--- src/rtl/core/gas_pkg.sv ---
// Shared constants, codes and types of the greedy action selector.
package gas_pkg;

   localparam int MAX_WIDTH  = 32;
   localparam int MAX_HEIGHT = 32;
   localparam int HEADINGS   = 16;
   localparam int ACTIONS    = 4;

   localparam int X_W    = $clog2(MAX_WIDTH);
   localparam int Y_W    = $clog2(MAX_HEIGHT);
   localparam int H_W    = $clog2(HEADINGS);
   localparam int A_W    = $clog2(ACTIONS);
   localparam int VAL_W  = 16;
   localparam int MAP_W  = 6;
   localparam int STEP_W = 8;
   localparam int DH_W   = 5;

   localparam int CELL_AW = Y_W + X_W;
   localparam int VAL_AW  = CELL_AW + H_W;
   localparam int TR_AW   = A_W + H_W;

   localparam logic [VAL_W-1:0] PEN_BLOCK = 16'hFFFE;
   localparam logic [VAL_W-1:0] COST_NONE = 16'hFFFF;
   localparam logic [MAP_W-1:0] MAP_RESET = 6'd32;

   typedef enum logic [1:0] {
      OP_LOAD_VALUE   = 2'd0,
      OP_LOAD_PENALTY = 2'd1,
      OP_LOAD_TRANS   = 2'd2,
      OP_QUERY        = 2'd3
   } op_type;

   localparam logic REG_MAP_WIDTH  = 1'b0;
   localparam logic REG_MAP_HEIGHT = 1'b1;

   typedef struct packed {
      logic [DH_W-1:0]   dh;
      logic [STEP_W-1:0] dy;
      logic [STEP_W-1:0] dx;
   } trans_type;

   typedef struct packed {
      logic              ok;
      logic [VAL_AW-1:0] addr;
   } nbr_type;

endpackage

--- src/rtl/core/gas_neighbor.sv ---
// Neighbor cell, heading wrap and map bounds check for one action.
module gas_neighbor (
   input  logic [gas_pkg::X_W-1:0]   cell_x,
   input  logic [gas_pkg::Y_W-1:0]   cell_y,
   input  logic [gas_pkg::H_W-1:0]   heading,
   input  gas_pkg::trans_type        step,
   input  logic [gas_pkg::MAP_W-1:0] width_lim,
   input  logic [gas_pkg::MAP_W-1:0] height_lim,
   output gas_pkg::nbr_type          nbr
);

   localparam int PX_W = (gas_pkg::X_W >= gas_pkg::STEP_W ? gas_pkg::X_W : gas_pkg::STEP_W) + 2;
   localparam int PY_W = (gas_pkg::Y_W >= gas_pkg::STEP_W ? gas_pkg::Y_W : gas_pkg::STEP_W) + 2;
   localparam int PH_W = (gas_pkg::H_W >= gas_pkg::DH_W ? gas_pkg::H_W : gas_pkg::DH_W) + 2;
   localparam logic signed [PH_W-1:0] NUM_H = PH_W'(gas_pkg::HEADINGS);

   logic signed [PX_W-1:0] nx;
   logic signed [PY_W-1:0] ny;
   logic signed [PH_W-1:0] nh_sum;
   logic signed [PH_W-1:0] nh_lo;
   logic signed [PH_W-1:0] nh;
   logic                   ok_x;
   logic                   ok_y;
   logic                   ok_h;

   always_comb begin
      nx = $signed(PX_W'(cell_x)) +
           $signed({{(PX_W-gas_pkg::STEP_W){step.dx[gas_pkg::STEP_W-1]}}, step.dx});
      ny = $signed(PY_W'(cell_y)) +
           $signed({{(PY_W-gas_pkg::STEP_W){step.dy[gas_pkg::STEP_W-1]}}, step.dy});
      nh_sum = $signed(PH_W'(heading)) +
               $signed({{(PH_W-gas_pkg::DH_W){step.dh[gas_pkg::DH_W-1]}}, step.dh});
      nh_lo = (nh_sum < 0) ? nh_sum + NUM_H : nh_sum;
      nh    = (nh_lo >= NUM_H) ? nh_lo - NUM_H : nh_lo;
      ok_x  = !nx[PX_W-1] && (nx < $signed(PX_W'(width_lim)));
      ok_y  = !ny[PY_W-1] && (ny < $signed(PY_W'(height_lim)));
      ok_h  = !nh[PH_W-1] && (nh < NUM_H);
      nbr.ok   = ok_x && ok_y && ok_h;
      nbr.addr = {ny[gas_pkg::Y_W-1:0], nx[gas_pkg::X_W-1:0], nh[gas_pkg::H_W-1:0]};
   end

endmodule

--- config.mk ---
export PLATFORM = sky130hd
export DESIGN_NAME = gas_neighbor
export DESIGN_NICKNAME = d
export VERILOG_FILES = /design/src/rtl/core/gas_pkg.sv /design/src/rtl/core/gas_neighbor.sv
export SDC_FILE = /design/constraint.sdc
export NUM_CORES = 1
export LEC_CHECK = 0
export BUFFER_PORTS_ARGS = -buffer_cell sky130_fd_sc_hd__buf_4
export CAP_MARGIN = 20
export CORE_MARGIN = 1.5
export CORE_UTILIZATION = 40
export DETAILED_ROUTE_END_ITERATION = 16
export GPL_TIMING_DRIVEN = 0
export PLACE_DENSITY = 0.8
export SLEW_MARGIN = 20
export SYNTH_ARGS = -nofsm -noshare
export SYNTH_HDL_FRONTEND = slang
export SYNTH_SLANG_ARGS = --single-unit
--- constraint.sdc ---
create_clock -name vclk -period 8.5
set_input_delay 2.55 -clock vclk [all_inputs]
set_output_delay 2.55 -clock vclk [all_outputs]
set_load 0.01 [all_outputs]
==> out/metrics.csv, run 1 <==
stage,metric,value,unit
synthesis,synth_top_cell_by_area,ha_1,
floorplanning,initial_core_util,42.9,%
clocking,post_cts_resized,0,
place,port-buffer-count,62,
worst_setup_path,path_cells,"buf_4, ha_1, fa_1, a21o_1, a21oi_1, xnor2_1, ha_1, a21o_1, a211oi_1, nand2_1, or4_1, a2111oi_2, buf_4",
floorplanning,die_w,48.8,µm
floorplanning,num_rows,16,
sta,max_slew.worst_pin.slew,0.260,ns
global_route,antenna_found_initial,0,
route,vias,965,
worst_hold_path,hold_depth,3,
worst_hold_path,hold_path_class,input pin to output port,
worst_setup_path,worstPathArrival,5.51,ns
route,vias_per_cell,5.05,
flow_run,maxCapViolCount,0,
sta,drv_slew,0,
sta,fin_ws,0.440,ns
route,ant_nets,0,
final_layout,antennaDiodeCount,0,
sta,holdWs,5.39,ns
sta,grt_setup_unrepaired,no,
worst_hold_path,hp-start,step[16],
global_route,grt_max_degree,7,
route,drc,0,
sta,setup_violations,0,
worst_setup_path,max_stage_delay,0.52,ns
synthesis,synthCells,102,
clocking,post_cts_buffers,0,
worst_hold_path,whs_endpoint,nbr[0],
synthesis,yosysSeqAreaShare,0,%
worst_setup_path,critPathLaunchType,input pin,
synthesis,syn_area,841,µm²
status,outcome,finished clean,
worst_setup_path,crit_type,input pin to output port,
final_layout,seq_cells,0,
sta,layout_min_cycle_time,8.06,ns
route,wl_per_cell,10.4,µm
global_route,grt_use_total,17.4,%
final_layout,layout-drive-gt1-share,40.9,%
route,drt-pass1-iter-count,4,
final_layout,instances_no_fill,191,
synthesis,netlist_top_cells_area,"ha_1 (36%), fa_1 (7.1%), a21o_1 (6.3%), xnor2_1 (6.2%), inv_1 (5.4%)",
place,placed_cells,191,
place,place.gp.congestion,0.755,
final_layout,nets,240,
synthesis,avgSynthCellArea,8.24,µm²
synthesis,yosysWarnings,0,
worst_setup_path,cpLargestDelayFamily,compound AO/OA/AOI/OAI gates,
worst_setup_path,cp-end-kind,output port,
floorplanning,die-height,48.8,µm
pwr,total_leakage_power,0.000760,µW
sta,setup_tns,0,ns
global_route,grt_pass1_wl,3.57,mm
place,pre_cts_ws,0.421,ns
pwr,vdd_drop_max,0.0000433,V
global_route,grt_overflow,0,
route,drtIter0Drc,6,
place,dp_hpwl,1.86,mm
final_layout,syn_to_final_growth,59.4,%
pwr,powerDensity,73.1,mW/mm²
global_route,grt_pass1_vias,945,
final_layout,regArea,0,µm²
synthesis,yosysUniqueCellTypes,30,
worst_setup_path,cp.buffers_inverters,2,
route,drt-total-wl,1.99,mm
floorplanning,fp.dieArea,0.00239,mm²
sta,fmax,124,MHz
sta,slew_headroom,82.6,%
floorplanning,num_io_pins,62,
worst_setup_path,cp_slowest_cell,or4_1,
final_layout,num-clock-buffers,0,
clocking,postCtsHoldBufs,0,
synthesis,syn_nets,176,
synthesis,synth_top_area_share,35.7,%
final_layout,nFillCells,167,
floorplanning,design.core.area,0.00196,mm²
worst_setup_path,cp.required,5.95,ns
worst_setup_path,worstPathMaxFanout,3,
sta,min_period_over_period,94.8,%
final_layout,multi_input_area,796,µm²
sta,finalHoldViolCount,0,
through the flow:
| step | utilization (%) | cell area, µm² | total power (µW) |
|---|---|---|---|
| 3_3_place_gp | 68.3 | 1340 | 96.2 |
| 2_1_floorplan | - | 841 | 55.5 |
| 6_report | 68.3 | 1340 | 98.0 |
| 5_1_grt | 68.3 | 1340 | 110 |
| 4_1_cts | 68.3 | 1340 | 99.4 |
| 3_5_place_dp | 68.3 | 1340 | 98.9 |
synth_stat cells, types with 2 or more instances:
library cell   n
ha_1          24
inv_1         12
a21oi_1        8
a21o_1         7
xnor2_1        6
a211oi_1       4
and3_1         4
nor2_1         4
o21ai_0        4
fa_1           3
nand3_1        3
xor2_1         3
a221o_1        2
or2_2          2
where the power goes:
part / switching, µW / leakage (µW) / internal, µW / total (µW)
Sequential: 0 / 0 / 0 / 0
Combinational: 43.6 / 0.000760 / 54.5 / 98.0
Clock: 0 / 0 / 0 / 0
Total: 43.6 / 0.000760 / 54.5 / 98.0
cells by family (layout without fill, tap and decap cells):
family	Yosys count	in the layout	synth area share (%)
buf+inv	12	74	5.36
mux	1	1	1.34
simple gates	21	21	14.4
xor+xnor	9	9	9.38
compound gates	32	32	26.6
fa+ha+maj	27	27	42.9
cell usage in the layout (no fill, tap or decap), drive strengths merged, types with 2 or more instances in the layout:
cell type and n:
a211oi 4, a21oi 8, or2 2, inv 12, xor2 3, and3 5
fa 3, a221o 2, xnor2 6, nor2 4, ha 24, buf 62
nand3 3, o21ai 4, a21o 7
worst max-delay path by stage:
stage               slack (ns)      start       to  cells past startpoint
global placement          0.44  cell_x[0]  nbr[14]                     13
finish                    0.44  cell_x[0]  nbr[14]                     13
CTS                       0.41  cell_x[0]  nbr[14]                     13
global route              0.30  cell_x[0]  nbr[14]                     13
detailed placement        0.42  cell_x[0]  nbr[14]                     13
floorplan                 0.70  cell_x[0]  nbr[14]                     11
area by class of cell:
class              instances  area share, %
inverters                 12           3.36
repair buffers            62           34.7
well taps                 27           2.52
multi-input cells         90           59.4
layer usage:
metal | GRT usage [%] | up-vias | routed length (µm)
met3 | 0.613 | 0 | 100
met5 | 0 | - | 0
met1 | 21.3 | 417 | 895
met4 | 0 | 0 | 0
met2 | 35.2 | 38 | 994
li1 | - | 510 | -
(Power assumes the default switching activity.)
==> run 2: changes to the inputs <==
- CORE_ASPECT_RATIO: unset -> 1.4
- GPL_TIMING_DRIVEN: 0 -> unset
==> run 2 against run 1 <==
Compared with the run above: critical path depth stayed put; routed wire length is 13% higher; sequential cell count stayed put; sequential share of layout area stayed put; utilization is 0.77 points lower; cell count is 3.1% lower; clock-buffer cell count stayed put; maximum frequency hardly changed; via count is 2.7% higher; global-route usage is 1.5 points higher; design area is 0.56% lower; worst hold slack worse by 0.0025 ns.
==> out/metrics.csv, run 2 (same netlist as run 1, synthesis figures left out) <==
stage,metric,value,unit,change
worst_setup_path,worstPathArrival,5.51,ns,about the same
worst_hold_path,hp-start,step[16],,unchanged
final_layout,antennaDiodeCount,0,,unchanged
sta,max_slew.worst_pin.slew,0.286,ns,was 0.260 ns
clocking,postCtsHoldBufs,0,,unchanged
floorplanning,num_rows,19,,was 16
final_layout,final_common_cell,buf_4,,unchanged
pwr,switchingPower,44.3,µW,was 43.6 µW
sta,drv_slew,0,,unchanged
place,place.gp.congestion,0.762,,was 0.755
route,ant_nets,0,,unchanged
worst_hold_path,hold_path_class,input pin to output port,,unchanged
clocking,post_cts_buffers,0,,unchanged
final_layout,mostFrequentLayoutCells,"buf_4 (62), ha_1 (24), inv_1 (12)",,unchanged
sta,finalHoldViolCount,0,,unchanged
floorplanning,initial_core_util,42.6,%,was 42.9%
flow_run,maxCapViolCount,0,,unchanged
worst_setup_path,worstPathMaxFanout,3,,unchanged
route,drtIter0Drc,3,,was 6
final_layout,syn_to_final_growth,58.5,%,was 59.4%
pwr,p_total,98.9,µW,was 98.0 µW
floorplanning,fp.dieArea,0.00239,mm²,about the same
global_route,grt_max_degree,7,,unchanged
pwr,vdd_drop_max,0.0000380,V,was 0.0000433 V
pwr,total_leakage_power,0.000760,µW,unchanged
global_route,grt_pass1_wl,3.78,mm,was 3.57 mm
pwr,swShare,44.9,%,was 44.4%
final_layout,layout-drive-gt1-share,40.9,%,unchanged
sta,grt_setup_unrepaired,no,,unchanged
floorplanning,die_w,41.8,µm,was 48.8 µm
final_layout,nets,240,,unchanged
sta,slew_headroom,80.9,%,was 82.6%
final_layout,instances_no_fill,185,,was 191
sta,setup_violations,0,,unchanged
final_layout,nFillCells,173,,was 167
worst_setup_path,crit_path_start,cell_x[0],,unchanged
sta,fin_ws,0.444,ns,was 0.440 ns
worst_setup_path,cp.required,5.95,ns,about the same
route,drt-total-wl,2.24,mm,was 1.99 mm
pwr,power_frac_seq,0,%,about the same
global_route,antenna_found_initial,0,,unchanged
worst_setup_path,critPathLaunchType,input pin,,unchanged
route,vias,991,,was 965
worst_setup_path,crit_type,input pin to output port,,unchanged
global_route,grt_overflow,0,,unchanged
route,wl_per_cell,12.1,µm,was 10.4 µm
route,vias_per_cell,5.36,,was 5.05
final_layout,regArea,0,µm²,unchanged
pwr,powerDensity,74.2,mW/mm²,was 73.1 mW/mm²
global_route,grt_pass1_vias,998,,was 945
worst_setup_path,cp_slowest_cell,or4_1,,unchanged
clocking,post_cts_resized,0,,unchanged
floorplanning,design.core.area,0.00197,mm²,was 0.00196 mm²
route,drc,0,,unchanged
final_layout,post-route-util,67.5,%,was 68.3%
worst_setup_path,max_stage_delay,0.50,ns,was 0.52 ns
floorplanning,die-height,57.2,µm,was 48.8 µm
floorplanning,num_io_pins,62,,unchanged
final_layout,multi_input_area,796,µm²,unchanged
place,pre_cts_ws,0.415,ns,was 0.421 ns
status,outcome,finished clean,,unchanged
pwr,power.internal,54.5,µW,about the same
sta,fmax,124,MHz,about the same
place,dp_hpwl,2.12,mm,was 1.86 mm
final_layout,num-clock-buffers,0,,unchanged
worst_hold_path,whs_endpoint,nbr[0],,unchanged
global_route,grt_use_total,18.9,%,was 17.4%
route,drt-pass1-iter-count,3,,was 4
sta,layout_min_cycle_time,8.06,ns,about the same
worst_setup_path,cp-end-kind,output port,,unchanged
pwr,clkPwrFrac,0,%,about the same
sta,setup_tns,0,ns,unchanged
worst_hold_path,hold_depth,3,,unchanged
final_layout,seq_cells,0,,unchanged
worst_setup_path,path_cells,"buf_4, ha_1, fa_1, a21o_1, a21oi_1, xnor2_1, ha_1, a21o_1, a211oi_1, nand2_1, or4_1, a2111oi_2, buf_4",,unchanged
sta,min_period_over_period,94.8,%,about the same
place,port-buffer-count,62,,unchanged
place,placed_cells,185,,was 191
pwr,pwr-share-comb,100.0,%,about the same
-- run 2: cell counts in the layout (fill, tap and decap cells not counted) --
No cell type changed its count.
-- run 2: cell type report --
cell class         count  area share, %
inverters             12           3.38
repair buffers        62           34.9
multi-input cells     90           59.7
well taps             21           1.97
-- run 2: how the worst max path moves through the flow --
| stage | endpoint | slack [ns] | cells past startpoint |
|---|---|---|---|
| final | nbr[14] | 0.44 | 13 |
| after global routing | nbr[14] | 0.26 | 13 |
| after CTS | nbr[14] | 0.40 | 13 |
| after detailed placement | nbr[14] | 0.42 | 13 |
| after global placement | nbr[14] | 0.46 | 13 |
| after floorplan | nbr[14] | 0.70 | 11 |
-- run 2: routing by layer --
layer	track usage, %	part of all wire (%)
met1	17.4	34
met2	43.5	59
met3	1.90	6.9
met4	0	0
met5	0	0
-- run 2: critical path, delay by kind of cell --
kind	cells	cell delay [ns]
fa+ha+maj	3	0.93
simple gates	2	0.56
buf+inv	2	0.29
xor+xnor	1	0.16
compound gates	5	1.01
-- run 2: stage by stage --
stage / hold slack (ns) / instance area, µm²
after floorplan: 5.24 / 841
after global placement: 5.39 / 1330
after detailed placement: 5.39 / 1330
after CTS: 5.40 / 1330
after global routing: 5.41 / 1330
final: 5.39 / 1330
-- run 2: power groups by stage --
stage	Sequential [µW]	Combinational [µW]	Clock [µW]
2_1_floorplan	0	55.5	0
3_3_place_gp	0	96.5	0
3_5_place_dp	0	99.7	0
4_1_cts	0	100	0
5_1_grt	0	110	0
6_report	0	98.9	0
==> run 3: changes to the inputs <==
- BUFFER_PORTS_ARGS: -buffer_cell sky130_fd_sc_hd__buf_4 -> -buffer_cell sky130_fd_sc_hd__clkbuf_2
==> run 3 against run 2 <==
Compared with the run above: sequential cell count stayed put; largest cell class unchanged; via count is 0.71% higher; critical path type unchanged; cell count stayed put; highest routed layer unchanged; sequential share of layout area stayed put; worst hold slack better by 0.013 ns; utilization is 7.9 points lower; die area stayed put; clock-buffer cell count stayed put; non-clock buffer count stayed put; design area is 12% lower; routed wire length is 11% lower.
==> out/metrics.csv, run 3 (same netlist as run 1, synthesis figures left out) <==
stage,metric,value,unit,change
floorplanning,num_rows,19,,unchanged
status,outcome,finished clean,,unchanged
global_route,grt_overflow,0,,unchanged
sta,slew_headroom,80.8,%,was 80.9%
worst_setup_path,cp.required,5.95,ns,about the same
worst_setup_path,path_cells,"clkbuf_2, ha_1, fa_1, a21o_1, a21oi_1, xnor2_1, ha_1, a21o_1, a211oi_1, nand2_1, or4_1, a2111oi_2, clkbuf_2",,"was buf_4, ha_1, fa_1, a21o_1, a21oi_1, xnor2_1, ha_1, a21o_1, a211oi_1, nand2_1, or4_1, a2111oi_2, buf_4"
clocking,post_cts_resized,0,,unchanged
pwr,power.internal,42.7,µW,was 54.5 µW
worst_setup_path,cpLargestDelayFamily,compound AO/OA/AOI/OAI gates,,unchanged
floorplanning,initial_core_util,42.6,%,unchanged
sta,grt_setup_unrepaired,no,,unchanged
pwr,total_leakage_power,0.000719,µW,was 0.000760 µW
final_layout,design_area,0.00118,mm²,was 0.00133 mm²
pwr,power_frac_seq,0,%,about the same
place,pre_cts_ws,0.452,ns,was 0.415 ns
pwr,vdd_drop_max,0.0000338,V,was 0.0000380 V
floorplanning,die-height,57.2,µm,unchanged
final_layout,regArea,0,µm²,unchanged
worst_setup_path,worstPathMaxFanout,3,,unchanged
sta,max_slew.worst_pin.slew,0.287,ns,was 0.286 ns
worst_setup_path,crit_type,input pin to output port,,unchanged
pwr,swShare,50.5,%,was 44.9%
global_route,grt_use_total,18.3,%,was 18.9%
place,place_area,0.00118,mm²,was 0.00133 mm²
worst_setup_path,critPathLaunchType,input pin,,unchanged
worst_hold_path,hold_path_class,input pin to output port,,unchanged
sta,setup_tns,0,ns,unchanged
sta,setup_violations,0,,unchanged
final_layout,num-clock-buffers,0,,unchanged
final_layout,mostFrequentLayoutCells,"clkbuf_2 (62), ha_1 (24), inv_1 (12)",,"was buf_4 (62), ha_1 (24), inv_1 (12)"
worst_setup_path,cp_slowest_cell,or4_1,,unchanged
final_layout,seq_cells,0,,unchanged
place,place.gp.congestion,0.728,,was 0.762
floorplanning,design.core.area,0.00197,mm²,unchanged
floorplanning,num_io_pins,62,,unchanged
sta,finalHoldViolCount,0,,unchanged
route,drt-pass1-iter-count,4,,was 3
pwr,switchingPower,43.6,µW,was 44.3 µW
pwr,pwr-share-comb,100.0,%,about the same
global_route,grt_pass1_vias,1007,,was 998
global_route,grt_max_degree,7,,unchanged
pwr,powerDensity,73.3,mW/mm²,was 74.2 mW/mm²
worst_setup_path,max_stage_delay,0.50,ns,about the same
sta,fmax,125,MHz,was 124 MHz
route,vias,998,,was 991
route,drt-total-wl,2.00,mm,was 2.24 mm
final_layout,nets,240,,unchanged
sta,min_period_over_period,94.4,%,was 94.8%
final_layout,antennaDiodeCount,0,,unchanged
clocking,post_cts_buffers,0,,unchanged
place,dp_hpwl,1.97,mm,was 2.12 mm
final_layout,multi_input_area,796,µm²,unchanged
final_layout,nFillCells,211,,was 173
floorplanning,die_w,41.8,µm,unchanged
global_route,antenna_found_initial,0,,unchanged
route,wl_per_cell,10.8,µm,was 12.1 µm
final_layout,syn_to_final_growth,40.0,%,was 58.5%
worst_setup_path,cp.buffers_inverters,2,,unchanged
sta,fin_ws,0.472,ns,was 0.444 ns
route,drc,0,,unchanged
sta,layout_min_cycle_time,8.03,ns,was 8.06 ns
final_layout,final_common_cell,clkbuf_2,,was buf_4
place,port-buffer-count,62,,unchanged
flow_run,maxCapViolCount,0,,unchanged
worst_setup_path,worstPathArrival,5.48,ns,was 5.51 ns
clocking,postCtsHoldBufs,0,,unchanged
global_route,grt_pass1_wl,3.73,mm,was 3.78 mm
final_layout,layout-drive-gt1-share,40.9,%,unchanged
worst_setup_path,cp-end-kind,output port,,unchanged
sta,holdWs,5.40,ns,was 5.39 ns
route,drtIter0Drc,3,,unchanged
floorplanning,fp.dieArea,0.00239,mm²,unchanged
route,ant_nets,0,,unchanged
route,vias_per_cell,5.39,,was 5.36
sta,drv_slew,0,,unchanged
pwr,clkPwrFrac,0,%,about the same
==> run 3: final timing paths <==
kind | start | endpoint | cells past startpoint
min | step[16] | nbr[0] | 3
max | cell_x[0] | nbr[14] | 13
==> run 3: through the flow <==
step | std cells | total power [µW] | util, %
global placement | 185 | 84.0 | 59.7
detailed placement | 185 | 87.8 | 59.7
global route | 185 | 98.0 | 59.7
finish | 185 | 86.3 | 59.7
floorplan | 102 | 55.5 | -
CTS | 185 | 88.2 | 59.7
==> run 3: final cells by class <==
type / instances / area share, %
inverters: 12 / 3.83
well taps: 21 / 2.23
repair buffers: 62 / 26.4
multi-input cells: 90 / 67.6
==> run 3: per-layer routing <==
metal	vias to the layer above	share of wire, %	GRT usage [%]
met2	39	58	40.6
met5	-	0	0
met3	0	6.1	0.949
met4	0	0	0
li1	511	-	-
met1	448	36	18.9
==> run 3: power groups by stage <==
stage / clock (µW) / combinational (µW) / sequential (µW)
CTS: 0 / 88.2 / 0
finish: 0 / 86.3 / 0
detailed placement: 0 / 87.8 / 0
floorplan: 0 / 55.5 / 0
global placement: 0 / 84.0 / 0
global route: 0 / 98.0 / 0
